**config.mk**
```make
export PLATFORM = sky130hd
export DESIGN_NAME = priority_tick_scheduler_core_flat
export DESIGN_NICKNAME = d
export VERILOG_FILES = /design/src/rtl/pts_pkg.sv /design/src/rtl/pts_if.sv /design/src/rtl/pts_ram.sv /design/src/rtl/pts_ctrl.sv /design/src/rtl/pts_dp.sv /design/src/rtl/priority_tick_scheduler_core.sv /design/src/flat_wrapper.sv
export SDC_FILE = /design/constraint.sdc
export NUM_CORES = 1
export LEC_CHECK = 0
export ABC_AREA = 1
export BUFFER_PORTS_ARGS = -buffer_cell sky130_fd_sc_hd__buf_2
export CAP_MARGIN = 10
export CORE_ASPECT_RATIO = 0.8
export CORE_MARGIN = 5
export CORE_UTILIZATION = 45
export CTS_CLUSTER_DIAMETER = 40
export CTS_CLUSTER_SIZE = 8
export DETAILED_ROUTE_END_ITERATION = 10
export GPL_TIMING_DRIVEN = 0
export PLACE_DENSITY = 0.67
export SLEW_MARGIN = 20
export SYNTH_ARGS = -nofsm -noshare
export SYNTH_HDL_FRONTEND = slang
export SYNTH_HIERARCHICAL = 1
export SYNTH_SLANG_ARGS = --single-unit
```
**constraint.sdc**
```tcl
create_clock -name clk -period 5.58 [get_ports clk]
set_clock_uncertainty 0.1 [all_clocks]
set_input_delay 0.279 -clock clk [delete_from_list [all_inputs] [get_ports clk]]
set_output_delay 0.279 -clock clk [all_outputs]
set_load 0.05 [all_outputs]
```
**src/rtl/pts_pkg.sv**
```systemverilog
// Shared constants and types for the priority tick scheduler.
// No dependencies; compile first.
`default_nettype none
package pts_pkg;

  localparam int MAX_PROCS = 16;
  localparam int IDX_W     = (MAX_PROCS > 1) ? $clog2(MAX_PROCS) : 1;
  localparam int CNT_W     = $clog2(MAX_PROCS + 1);
  localparam int PRI_W     = 8;
  localparam int TIME_W    = 16;
  localparam int PIDX_W    = 4;
  localparam int ELAP_W    = 32;

  typedef enum logic {
    OP_LOAD = 1'b0,
    OP_TICK = 1'b1
  } op_t;

  typedef struct packed {
    logic [PRI_W-1:0]  pri;
    logic [TIME_W-1:0] rem;
  } entry_t;

  typedef struct packed {
    logic load;
    logic scan_start;
    logic scan_read;
    logic emit;
  } cmd_t;

  typedef struct packed {
    logic empty;
    logic scan_last;
    logic out_free;
  } status_t;

endpackage
`default_nettype wire

```
**src/rtl/pts_if.sv**
```systemverilog
// Valid/ready channel interfaces for the scheduler's request and result beats.
// Depends on pts_pkg.
`default_nettype none
interface pts_req_if
  import pts_pkg::*;
  ();
  logic              valid;
  logic              ready;
  logic              operation;
  logic [PRI_W-1:0]  priority_req;
  logic [TIME_W-1:0] need_time;

  modport source (output valid, operation, priority_req, need_time, input ready);
  modport sink   (input valid, operation, priority_req, need_time, output ready);
endinterface

interface pts_rsp_if
  import pts_pkg::*;
  ();
  logic              valid;
  logic              ready;
  logic              all_done;
  logic [PIDX_W-1:0] process_index;
  logic [TIME_W-1:0] remaining;
  logic              finished;
  logic [ELAP_W-1:0] finish_time;

  modport source (output valid, all_done, process_index, remaining, finished, finish_time,
                  input ready);
  modport sink   (input valid, all_done, process_index, remaining, finished, finish_time,
                  output ready);
endinterface
`default_nettype wire

```
**src/rtl/pts_ram.sv**
```systemverilog
// Generic single-write, single-read RAM with registered read data.
// No dependencies.
`default_nettype none
module pts_ram #(
  parameter int WIDTH = 8,
  parameter int DEPTH = 16,
  localparam int AW = (DEPTH > 1) ? $clog2(DEPTH) : 1
) (
  input  wire logic             clk,
  input  wire logic             we,
  input  wire logic [AW-1:0]    waddr,
  input  wire logic [WIDTH-1:0] wdata,
  input  wire logic [AW-1:0]    raddr,
  output logic      [WIDTH-1:0] rdata
);
  logic [WIDTH-1:0] mem [DEPTH];

  always_ff @(posedge clk) begin
    if (we) begin
      mem[waddr] <= wdata;
    end
    rdata <= mem[raddr];
  end
endmodule
`default_nettype wire

```
**src/rtl/pts_ctrl.sv**
```systemverilog
// Sequencer for the scheduler: takes request beats, runs the table scan
// and releases the result. Depends on pts_pkg.
`default_nettype none
module pts_ctrl
  import pts_pkg::*;
(
  input  wire logic    clk,
  input  wire logic    rst,
  input  wire logic    req_valid,
  input  wire logic    req_op,
  output logic         req_ready,
  input  wire status_t status,
  output cmd_t         cmd
);
  typedef enum logic [1:0] {
    S_IDLE,
    S_SCAN,
    S_DRAIN,
    S_EMIT
  } state_t;

  state_t state, state_next;

  always_comb begin
    cmd        = '0;
    req_ready  = 1'b0;
    state_next = state;
    unique case (state)
      S_IDLE: begin
        req_ready = 1'b1;
        if (req_valid) begin
          if (req_op == OP_LOAD) begin
            cmd.load = 1'b1;
          end else begin
            cmd.scan_start = 1'b1;
            state_next     = status.empty ? S_EMIT : S_SCAN;
          end
        end
      end
      S_SCAN: begin
        cmd.scan_read = 1'b1;
        if (status.scan_last) begin
          state_next = S_DRAIN;
        end
      end
      S_DRAIN: begin
        state_next = S_EMIT;
      end
      S_EMIT: begin
        if (status.out_free) begin
          cmd.emit   = 1'b1;
          state_next = S_IDLE;
        end
      end
      default: state_next = S_IDLE;
    endcase
  end

  always_ff @(posedge clk) begin
    if (rst) begin
      state <= S_IDLE;
    end else begin
      state <= state_next;
    end
  end

  assert property (@(posedge clk) disable iff (rst) cmd.emit |-> status.out_free)
    else $error("result released while output register is occupied");
  assert property (@(posedge clk) disable iff (rst)
                   (cmd.scan_start && status.empty) |=> !cmd.scan_read)
    else $error("scan started on an empty table");
  assert property (@(posedge clk) disable iff (rst)
                   (cmd.scan_read && status.scan_last) |=> !cmd.scan_read)
    else $error("scan ran past the last loaded entry");
endmodule
`default_nettype wire

```
**src/rtl/pts_dp.sv**
```systemverilog
// Datapath: process table RAM, entry count, elapsed time, scan compare
// and the result register. Depends on pts_pkg and pts_ram.
`default_nettype none
module pts_dp
  import pts_pkg::*;
(
  input  wire logic              clk,
  input  wire logic              rst,
  input  wire cmd_t              cmd,
  output status_t                status,
  input  wire logic [PRI_W-1:0]  ld_pri,
  input  wire logic [TIME_W-1:0] ld_time,
  output logic                   out_valid,
  input  wire logic              out_ready,
  output logic                   out_all_done,
  output logic [PIDX_W-1:0]      out_index,
  output logic [TIME_W-1:0]      out_remaining,
  output logic                   out_finished,
  output logic [ELAP_W-1:0]      out_finish_time
);
  logic [CNT_W-1:0]  count;
  logic [ELAP_W-1:0] elapsed;
  logic [IDX_W-1:0]  scan_addr;
  logic              cmp_valid;
  logic [IDX_W-1:0]  cmp_idx;
  logic              found;
  logic [IDX_W-1:0]  best_idx;
  logic [PRI_W-1:0]  best_pri;
  logic [TIME_W-1:0] best_rem;

  logic              full;
  logic              ram_we;
  logic [IDX_W-1:0]  ram_waddr;
  entry_t            ram_wdata;
  entry_t            ram_rdata;
  logic [TIME_W-1:0] rem_dec;
  logic [ELAP_W-1:0] elapsed_inc;

  assign full        = (count == CNT_W'(MAX_PROCS));
  assign rem_dec     = best_rem - TIME_W'(1);
  assign elapsed_inc = elapsed + ELAP_W'(1);

  assign status.empty     = (count == '0);
  assign status.scan_last = ((CNT_W'(scan_addr) + CNT_W'(1)) == count);
  assign status.out_free  = !out_valid || out_ready;

  always_comb begin
    ram_we    = 1'b0;
    ram_waddr = best_idx;
    ram_wdata = '{pri: best_pri, rem: rem_dec};
    if (cmd.load) begin
      ram_we    = !full;
      ram_waddr = IDX_W'(count);
      ram_wdata = '{pri: ld_pri, rem: ld_time};
    end else if (cmd.emit && found) begin
      ram_we = 1'b1;
    end
  end

  pts_ram #(
    .WIDTH ($bits(entry_t)),
    .DEPTH (MAX_PROCS)
  ) u_table (
    .clk   (clk),
    .we    (ram_we),
    .waddr (ram_waddr),
    .wdata (ram_wdata),
    .raddr (scan_addr),
    .rdata (ram_rdata)
  );

  always_ff @(posedge clk) begin
    if (rst) begin
      count     <= '0;
      elapsed   <= '0;
      cmp_valid <= 1'b0;
      found     <= 1'b0;
      out_valid <= 1'b0;
    end else begin
      cmp_valid <= cmd.scan_read;
      if (cmd.load && !full) begin
        count <= count + CNT_W'(1);
      end
      if (cmd.scan_start) begin
        found <= 1'b0;
      end else if (cmp_valid && ram_rdata.rem != '0 && (!found || ram_rdata.pri < best_pri)) begin
        found <= 1'b1;
      end
      if (cmd.emit && found) begin
        elapsed <= elapsed_inc;
      end
      if (cmd.emit) begin
        out_valid <= 1'b1;
      end else if (out_ready) begin
        out_valid <= 1'b0;
      end
    end
  end

  always_ff @(posedge clk) begin
    if (cmd.scan_start) begin
      scan_addr <= '0;
    end else if (cmd.scan_read) begin
      scan_addr <= scan_addr + IDX_W'(1);
    end
    cmp_idx <= scan_addr;
    if (cmp_valid && ram_rdata.rem != '0 && (!found || ram_rdata.pri < best_pri)) begin
      best_idx <= cmp_idx;
      best_pri <= ram_rdata.pri;
      best_rem <= ram_rdata.rem;
    end
    if (cmd.emit) begin
      out_all_done    <= !found;
      out_index       <= found ? PIDX_W'(32'(best_idx)) : '0;
      out_remaining   <= found ? rem_dec : '0;
      out_finished    <= found && (rem_dec == '0);
      out_finish_time <= (found && (rem_dec == '0)) ? elapsed_inc : '0;
    end
  end

  assert property (@(posedge clk) disable iff (rst) count <= CNT_W'(MAX_PROCS))
    else $error("entry count beyond table size");
  assert property (@(posedge clk) disable iff (rst)
                   (cmd.emit && found) |=> elapsed == $past(elapsed) + ELAP_W'(1))
    else $error("elapsed time did not advance on a run tick");
  assert property (@(posedge clk) disable iff (rst)
                   (cmd.emit && !found) |=> elapsed == $past(elapsed))
    else $error("elapsed time moved on an all-done tick");
endmodule
`default_nettype wire

```
**src/rtl/priority_tick_scheduler_core.sv**
```systemverilog
// Static-priority preemptive scheduler, top level.
// Depends on pts_pkg, pts_if, pts_ram, pts_ctrl and pts_dp.
//
// A load beat (operation 0) writes the next free table slot and returns no
// result; loads past MAX_PROCS entries are dropped. A tick beat (operation
// 1) scans the loaded entries one per cycle through the table RAM's single
// read port, then passes a drain state (skipped on an empty table) before
// its result enters the output register in the emit state, after any wait
// for that register to be taken. The next request beat is taken once the
// result has been registered.
`default_nettype none
module priority_tick_scheduler_core
  import pts_pkg::*;
(
  input  wire logic clk,
  input  wire logic rst,
  pts_req_if.sink   req,
  pts_rsp_if.source rsp
);
  cmd_t    cmd;
  status_t status;

  pts_ctrl u_ctrl (
    .clk       (clk),
    .rst       (rst),
    .req_valid (req.valid),
    .req_op    (req.operation),
    .req_ready (req.ready),
    .status    (status),
    .cmd       (cmd)
  );

  pts_dp u_dp (
    .clk             (clk),
    .rst             (rst),
    .cmd             (cmd),
    .status          (status),
    .ld_pri          (req.priority_req),
    .ld_time         (req.need_time),
    .out_valid       (rsp.valid),
    .out_ready       (rsp.ready),
    .out_all_done    (rsp.all_done),
    .out_index       (rsp.process_index),
    .out_remaining   (rsp.remaining),
    .out_finished    (rsp.finished),
    .out_finish_time (rsp.finish_time)
  );
endmodule
`default_nettype wire

```
**src/flat_wrapper.sv**
```systemverilog
// flat-port wrapper written by rule: the top's interface ports become plain ports
module priority_tick_scheduler_core_flat import pts_pkg::*;
  (clk, rst, req_valid, req_operation, req_priority_req, req_need_time, req_ready, rsp_valid, rsp_all_done, rsp_process_index, rsp_remaining, rsp_finished, rsp_finish_time, rsp_ready);
  pts_req_if req_i ();
  pts_rsp_if rsp_i ();
  input  wire logic clk;
  input  wire logic rst;
  input wire logic [$bits(req_i.valid)-1:0] req_valid;
  input wire logic [$bits(req_i.operation)-1:0] req_operation;
  input wire logic [$bits(req_i.priority_req)-1:0] req_priority_req;
  input wire logic [$bits(req_i.need_time)-1:0] req_need_time;
  output wire logic [$bits(req_i.ready)-1:0] req_ready;
  output wire logic [$bits(rsp_i.valid)-1:0] rsp_valid;
  output wire logic [$bits(rsp_i.all_done)-1:0] rsp_all_done;
  output wire logic [$bits(rsp_i.process_index)-1:0] rsp_process_index;
  output wire logic [$bits(rsp_i.remaining)-1:0] rsp_remaining;
  output wire logic [$bits(rsp_i.finished)-1:0] rsp_finished;
  output wire logic [$bits(rsp_i.finish_time)-1:0] rsp_finish_time;
  input wire logic [$bits(rsp_i.ready)-1:0] rsp_ready;
  assign req_i.valid = req_valid;
  assign req_i.operation = req_operation;
  assign req_i.priority_req = req_priority_req;
  assign req_i.need_time = req_need_time;
  assign req_ready = req_i.ready;
  assign rsp_valid = rsp_i.valid;
  assign rsp_all_done = rsp_i.all_done;
  assign rsp_process_index = rsp_i.process_index;
  assign rsp_remaining = rsp_i.remaining;
  assign rsp_finished = rsp_i.finished;
  assign rsp_finish_time = rsp_i.finish_time;
  assign rsp_i.ready = rsp_ready;
  priority_tick_scheduler_core u_core (.clk(clk), .rst(rst), .req(req_i), .rsp(rsp_i));
endmodule
```
Word level (Yosys, flattened, before mapping)
Memory sizes are Yosys's and may differ from the RTL's. A register that Yosys moved wholly into a read port is not among the register bits.
Cells that the tools add are included.
{"block": "totals", "regBits": 132, "mem_bits_rw": 384, "wordCells": 71, "mem_count": 1}
{"block": "classes", "add_sub_neg": 5, "magnitude_cmp": 1, "n_eq_ne": 9, "muxes": 22, "reduce_logical": 17}
{"name": "u_core.u_dp.u_table.mem", "words": 16, "width": 24, "read_ports": 1, "rd_ports_with_merged_regs": 1, "wr": 1, "line": "pts_ram.sv:16", "text": "logic [WIDTH-1:0] mem [DEPTH];"}
{"op": "adder 32 x 1 -> 32 bit, second input constant", "count": 1}
{"op": "2-to-1 mux 24 bit", "count": 1}
{"op": "zero test 16 bit", "count": 1}
{"op": "nonzero test 16 bit", "count": 1}
{"op": "subtractor 16 x 1 -> 16 bit, second input constant", "count": 1}
{"op": "2-to-1 mux 2 bit", "count": 7}
{"op": "2-to-1 mux 1 bit", "count": 12}
{"op": "less-than comparator 8 bit", "count": 1}
{"op": "one-hot mux 2 bit (4 select lines)", "count": 1}
{"op": "adder 4 x 1 -> 5 bit, second input constant", "count": 1}
{"op": "adder 5 x 1 -> 5 bit, second input constant", "count": 1}
{"op": "== test 5 bit", "count": 1}
{"op": "== test 5 bit, second input constant", "count": 1}
{"op": "logical AND 1 bit", "count": 5}
{"op": "zero test 5 bit", "count": 1}
{"op": "adder 4 x 1 -> 4 bit, second input constant", "count": 1}
{"op": "== test 2 bit, second input constant", "count": 2}
{"op": "2-to-1 mux 4 bit", "count": 1}
{"op": "!= test 2 x 1 -> 1 bit, second input constant", "count": 2}
{"op": "!= test 2 bit, second input constant", "count": 2}
{"op": "AND reduction 4 bit", "count": 1}
{"op": "zero test 1 bit", "count": 3}
{"op": "== test 2 x 1 -> 1 bit, second input constant", "count": 1}
{"op": "zero test 2 bit", "count": 1}
{"op": "other kinds (3)", "count": 4}

Logic depth before layout (Yosys ltp)
{"block": "logic_depth", "word_depth": 9, "depth_mapped": 13, "depth_no_buf": 13}

Modules after synthesis
The synthesis kept the hierarchy.
{"mod": "pts_ram", "instances": 1, "cells_each": 1597, "area_per_inst_um2": 16951.3, "seq_area_each_um2": 12011.5}
{"mod": "pts_dp", "instances": 1, "cells_each": 797, "area_per_inst_um2": 6545.0, "seq_area_each_um2": 3423.3}
{"mod": "pts_ctrl", "instances": 1, "cells_each": 38, "area_per_inst_um2": 241.5, "seq_area_each_um2": 40.0}

Least setup slack after synthesis
Ideal clock, no wire load.
{"block": "synth_timing", "path_type": "flip-flop to flip-flop", "start": "register u_core.u_dp.out_valid", "end": "memory u_core/u_dp/u_table/mem[12][0] in the netlist's numbering, enable pin", "setup_ps": 405, "arrival_ps": 3818, "required_time_ps": 5075, "path_slack_ps": 1257, "stages_incl_launch_ff": 9, "synth_period_minus_slack_ps": 4323, "path_cell_list": "dfxtp_1 -> nand2_1 -> nand2_1 -> inv_1 -> nand2_1 -> clkbuf_1 -> o21ai_0 -> nand3_1 -> nor2_1"}
{"item": "start, declared", "line": "pts_dp.sv:13", "text": "output logic out_valid,"}
{"item": "start signal, assigned", "line": "pts_dp.sv:78", "text": "out_valid <= 1'b0;"}
{"item": "start signal, assigned", "line": "pts_dp.sv:93", "text": "out_valid <= 1'b1;"}
{"item": "start signal, assigned", "line": "pts_dp.sv:95", "text": "out_valid <= 1'b0;"}
{"item": "end, declared", "line": "pts_ram.sv:16"}

==> flow_summary.toml <==
[floorplan]
die_h_um = 215
dieArea_um2 = 57500
io_pins = 85
rows = 75
dieWidth_um = 267
core_area_um2 = 52400
start_util_pct = 45.3

[critical_path]
slowest_delay_ns = 0.69
cpMostUsedCell = "inv_1"
critPathMaxFanout = 14
critPathTopFamily = "buffers and inverters"
path_cells = "inv_1, ha_1, inv_1, nor3_1, clkbuf_1, clkbuf_1, inv_1, o21ai_0, nand3b_1, nor2_4, buf_8"
crit_buf_inv = 6
r2r-end = "u_core/u_dp/u_table/mem[4][15]"
crit_path_start_kind = "register"
cp.arrival_ns = 4.73
cp-end-kind = "register"
ff2ff_path_depth = 11
worstPathRequired_ns = 5.80
rr_startpoint = "u_core/u_ctrl/state[0]"
cp-startpoint = "u_core/u_ctrl/state[0]"
criticalPathCategory = "register to register"
slowest_stage = "clkbuf_1"
crit_cells = 11
r2r_slack_ns = 1.06
crit_path_end = "u_core/u_dp/u_table/mem[4][15]"

[power]
ir_drop_v = 0.000268
p_switching_w = 0.00483
sequentialPowerShare_pct = 36.3
cellInternalPower_w = 0.00926
cellPowerDensity_nw_per_um2 = 490
power.share.clock_pct = 36.4
leakage_nw = 12.1
p_comb_share_pct = 27.3
p_sw_share_pct = 34.3
total_power_w = 0.0141

[global_route]
gr-usage-all-layers_pct = 23.1
overflow = 0
grt_pass1_vias = 17061
grt_pass1_wl_mm = 101
antenna_found_initial = 0
grt_start_max_net_pins = 40

[sta]
rsz0062_at_grt = "false"
fin_crit_sh_pct = 80.9
finalHoldViolCount = 0
fmax_ghz = 0.221
setup_viol = 0
whs_ns = 0.0379
worst_slew_pin_slew_ns = 1.19
relSlewSlack_pct = 21.0
min_period_ns = 4.52
drv_slew = 0
layout_setup_ws_ns = 1.06

[route]
vias_per_cell = 5.16
ant_nets = 0
wl_mm = 67.4
num_vias = 17599
drtPass1Iterations = 6
drt-initial-drc-count = 2116
wire_per_inst_um = 19.7
drcViolationCount = 0

[clock_network]
clock_latency_ns = 0.63
root_buffer = "clkbuf_16"
clock-sinks = 540
clkTransAtPathRegs_ns = 0.05
ctsHoldBuffers = 9
cts-resized-gates = 0
clk_path_buf_depth = 3
cts-buffers-inserted = 88
htree_num_levels = 3
cts_tree = "done"
cts_setup_buffers = 0

[logic_synthesis]
avgSynthCellArea_um2 = 9.76
ys_seq_area_share_pct = 65.2
synth-async-reset-ratio_pct = 0
syn-num-nets = 2479
synthCells = 2432
ys.flop_type = "edfxtp_1"
synth.top_cell.area_share_pct = 59.0
ys_ff_latch = 540
ys_top_cells_by_area = "edfxtp_1 59%, nand2_1 11%, inv_1 6.9%"
synth_edf_count = 466
yosys_warnings = 6
yosys.area.top_type = "edfxtp_1"
synth.distinct_cells = 32
synth_area_um2 = 23700

[status]
status = "complete, no violations"

[cells_and_area]
final_common_cell = "nand2_1"
final_core_util_pct = 54.9
mostFrequentLayoutCells = "676 x nand2_1, 466 x edfxtp_1, 438 x inv_1, 322 x nand3_1, 128 x buf_2"
diodes = 0
synthToLayoutAreaGrowth_pct = 21.2
fin_nets = 2698
layout-drive-gt1-share_pct = 13.4
final_cell_area_um2 = 28800

[placed_design]
post_dp_cell_area_um2 = 25900
place.gp.congestion = 1.00
post-dp-hpwl_mm = 46.7
pre_cts_ws_ns = 1.18
numPortBuffers = 84

[hold_path]
hold_depth = 3
worstHoldPathType = "input port to register"

[flow_run]
cap_viol_max_count = 0
-- through the flow --
stage | TNS, ns | std cells
5_1_grt | 0 | 3412
4_1_cts | 0 | 3412
2_1_floorplan | 0 | 2432
3_3_place_gp | -151.67 | 3209
3_5_place_dp | 0 | 3245
6_report | 0 | 3412
-- sequential cells by signal, indices dropped and copies added (netlist names), 5 cells and up --
name                         flops
u_core/u_dp/u_table/mem        384
u_core/u_dp/elapsed             32
u_core/u_dp/out_finish_time     32
u_core/u_dp/u_table/rdata       24
u_core/u_dp/best_rem            16
u_core/u_dp/out_remaining       16
u_core/u_dp/best_pri             8
u_core/u_dp/count                5
-- synth_stat cells (2+ instances only) --
| cell | instances |
|---|---|
| edfxtp_1 | 466 |
| ha_1 | 18 |
| a21oi_1 | 33 |
| inv_2 | 3 |
| inv_1 | 439 |
| clkbuf_1 | 29 |
| buf_1 | 10 |
| nor2_2 | 16 |
| buf_4 | 14 |
| nor3_1 | 17 |
| nand2_2 | 7 |
| o211ai_1 | 6 |
| xnor2_1 | 7 |
| and2_1 | 4 |
| nand2_1 | 676 |
| nor2_1 | 133 |
| xor2_1 | 21 |
| o21ai_0 | 59 |
| or2_2 | 3 |
| buf_6 | 3 |
| nor4_1 | 2 |
| dfxtp_1 | 74 |
| nand3_1 | 322 |
| nand3b_1 | 7 |
| nand4_1 | 10 |
| buf_2 | 44 |
| a211oi_1 | 3 |
| nor2_4 | 2 |
-- power by group through the flow --
stage	combinational, W	sequential, W	clock [W]
2_1_floorplan	0.00206	0.00530	0
3_3_place_gp	0.00348	0.00522	0
6_report	0.00384	0.00512	0.00513
5_1_grt	0.00412	0.00515	0.00540
4_1_cts	0.00376	0.00512	0.00518
3_5_place_dp	0.00373	0.00519	0
-- worst min-delay path, stage by stage --
cell	delay [ns]
buf_2	0.08
nand2_1	0.04
o21ai_1	0.19
-- cell type report --
class	count	area (um^2)
Tap cell	693	867
Timing Repair Buffer	129	1170
Multi-Input combinational cell	1349	6290
Buffer	100	505
Inverter	443	1660
Sequential cell	540	15500
Fill cell	4450	23600
Clock buffer	136	2530
Clock inverter	22	268
-- logic make-up after synthesis --
| group | count (synthesis) | synth area share [%] |
|---|---|---|
| compound gates | 103 | 2.29 |
| buf+inv | 543 | 9.13 |
| xor+xnor | 28 | 1.03 |
| flops | 540 | 65.2 |
| fa+ha+maj | 18 | 0.949 |
| simple gates | 1200 | 21.4 |
-- routing by layer --
layer  GRT usage [%]  share of wire, %  vias up
li1                -                 -     8284
met1            33.6                43     8346
met2            33.8                43      847
met3            6.82                12      122
met4            6.96               2.7        0
met5               0                 0        -
-- worst min path at each step --
| stage | from | to | slack (ns) |
|---|---|---|---|
| after CTS | req_priority_req[3] | u_core/u_dp/u_table/mem[9][19] | 0.02 |
| after detailed placement | u_core/u_dp/cmp_idx[2] | u_core/u_dp/best_idx[2] | 0.29 |
| after global placement | u_core/u_dp/cmp_idx[2] | u_core/u_dp/best_idx[2] | 0.29 |
| final | req_priority_req[3] | u_core/u_dp/u_table/mem[9][19] | 0.04 |
| after global routing | req_priority_req[3] | u_core/u_dp/u_table/mem[9][19] | 0.04 |
| after floorplan | u_core/u_dp/scan_addr[1] | u_core/u_dp/cmp_idx[1] | 0.28 |
No activity file was read; power rests on OpenSTA's default activity.
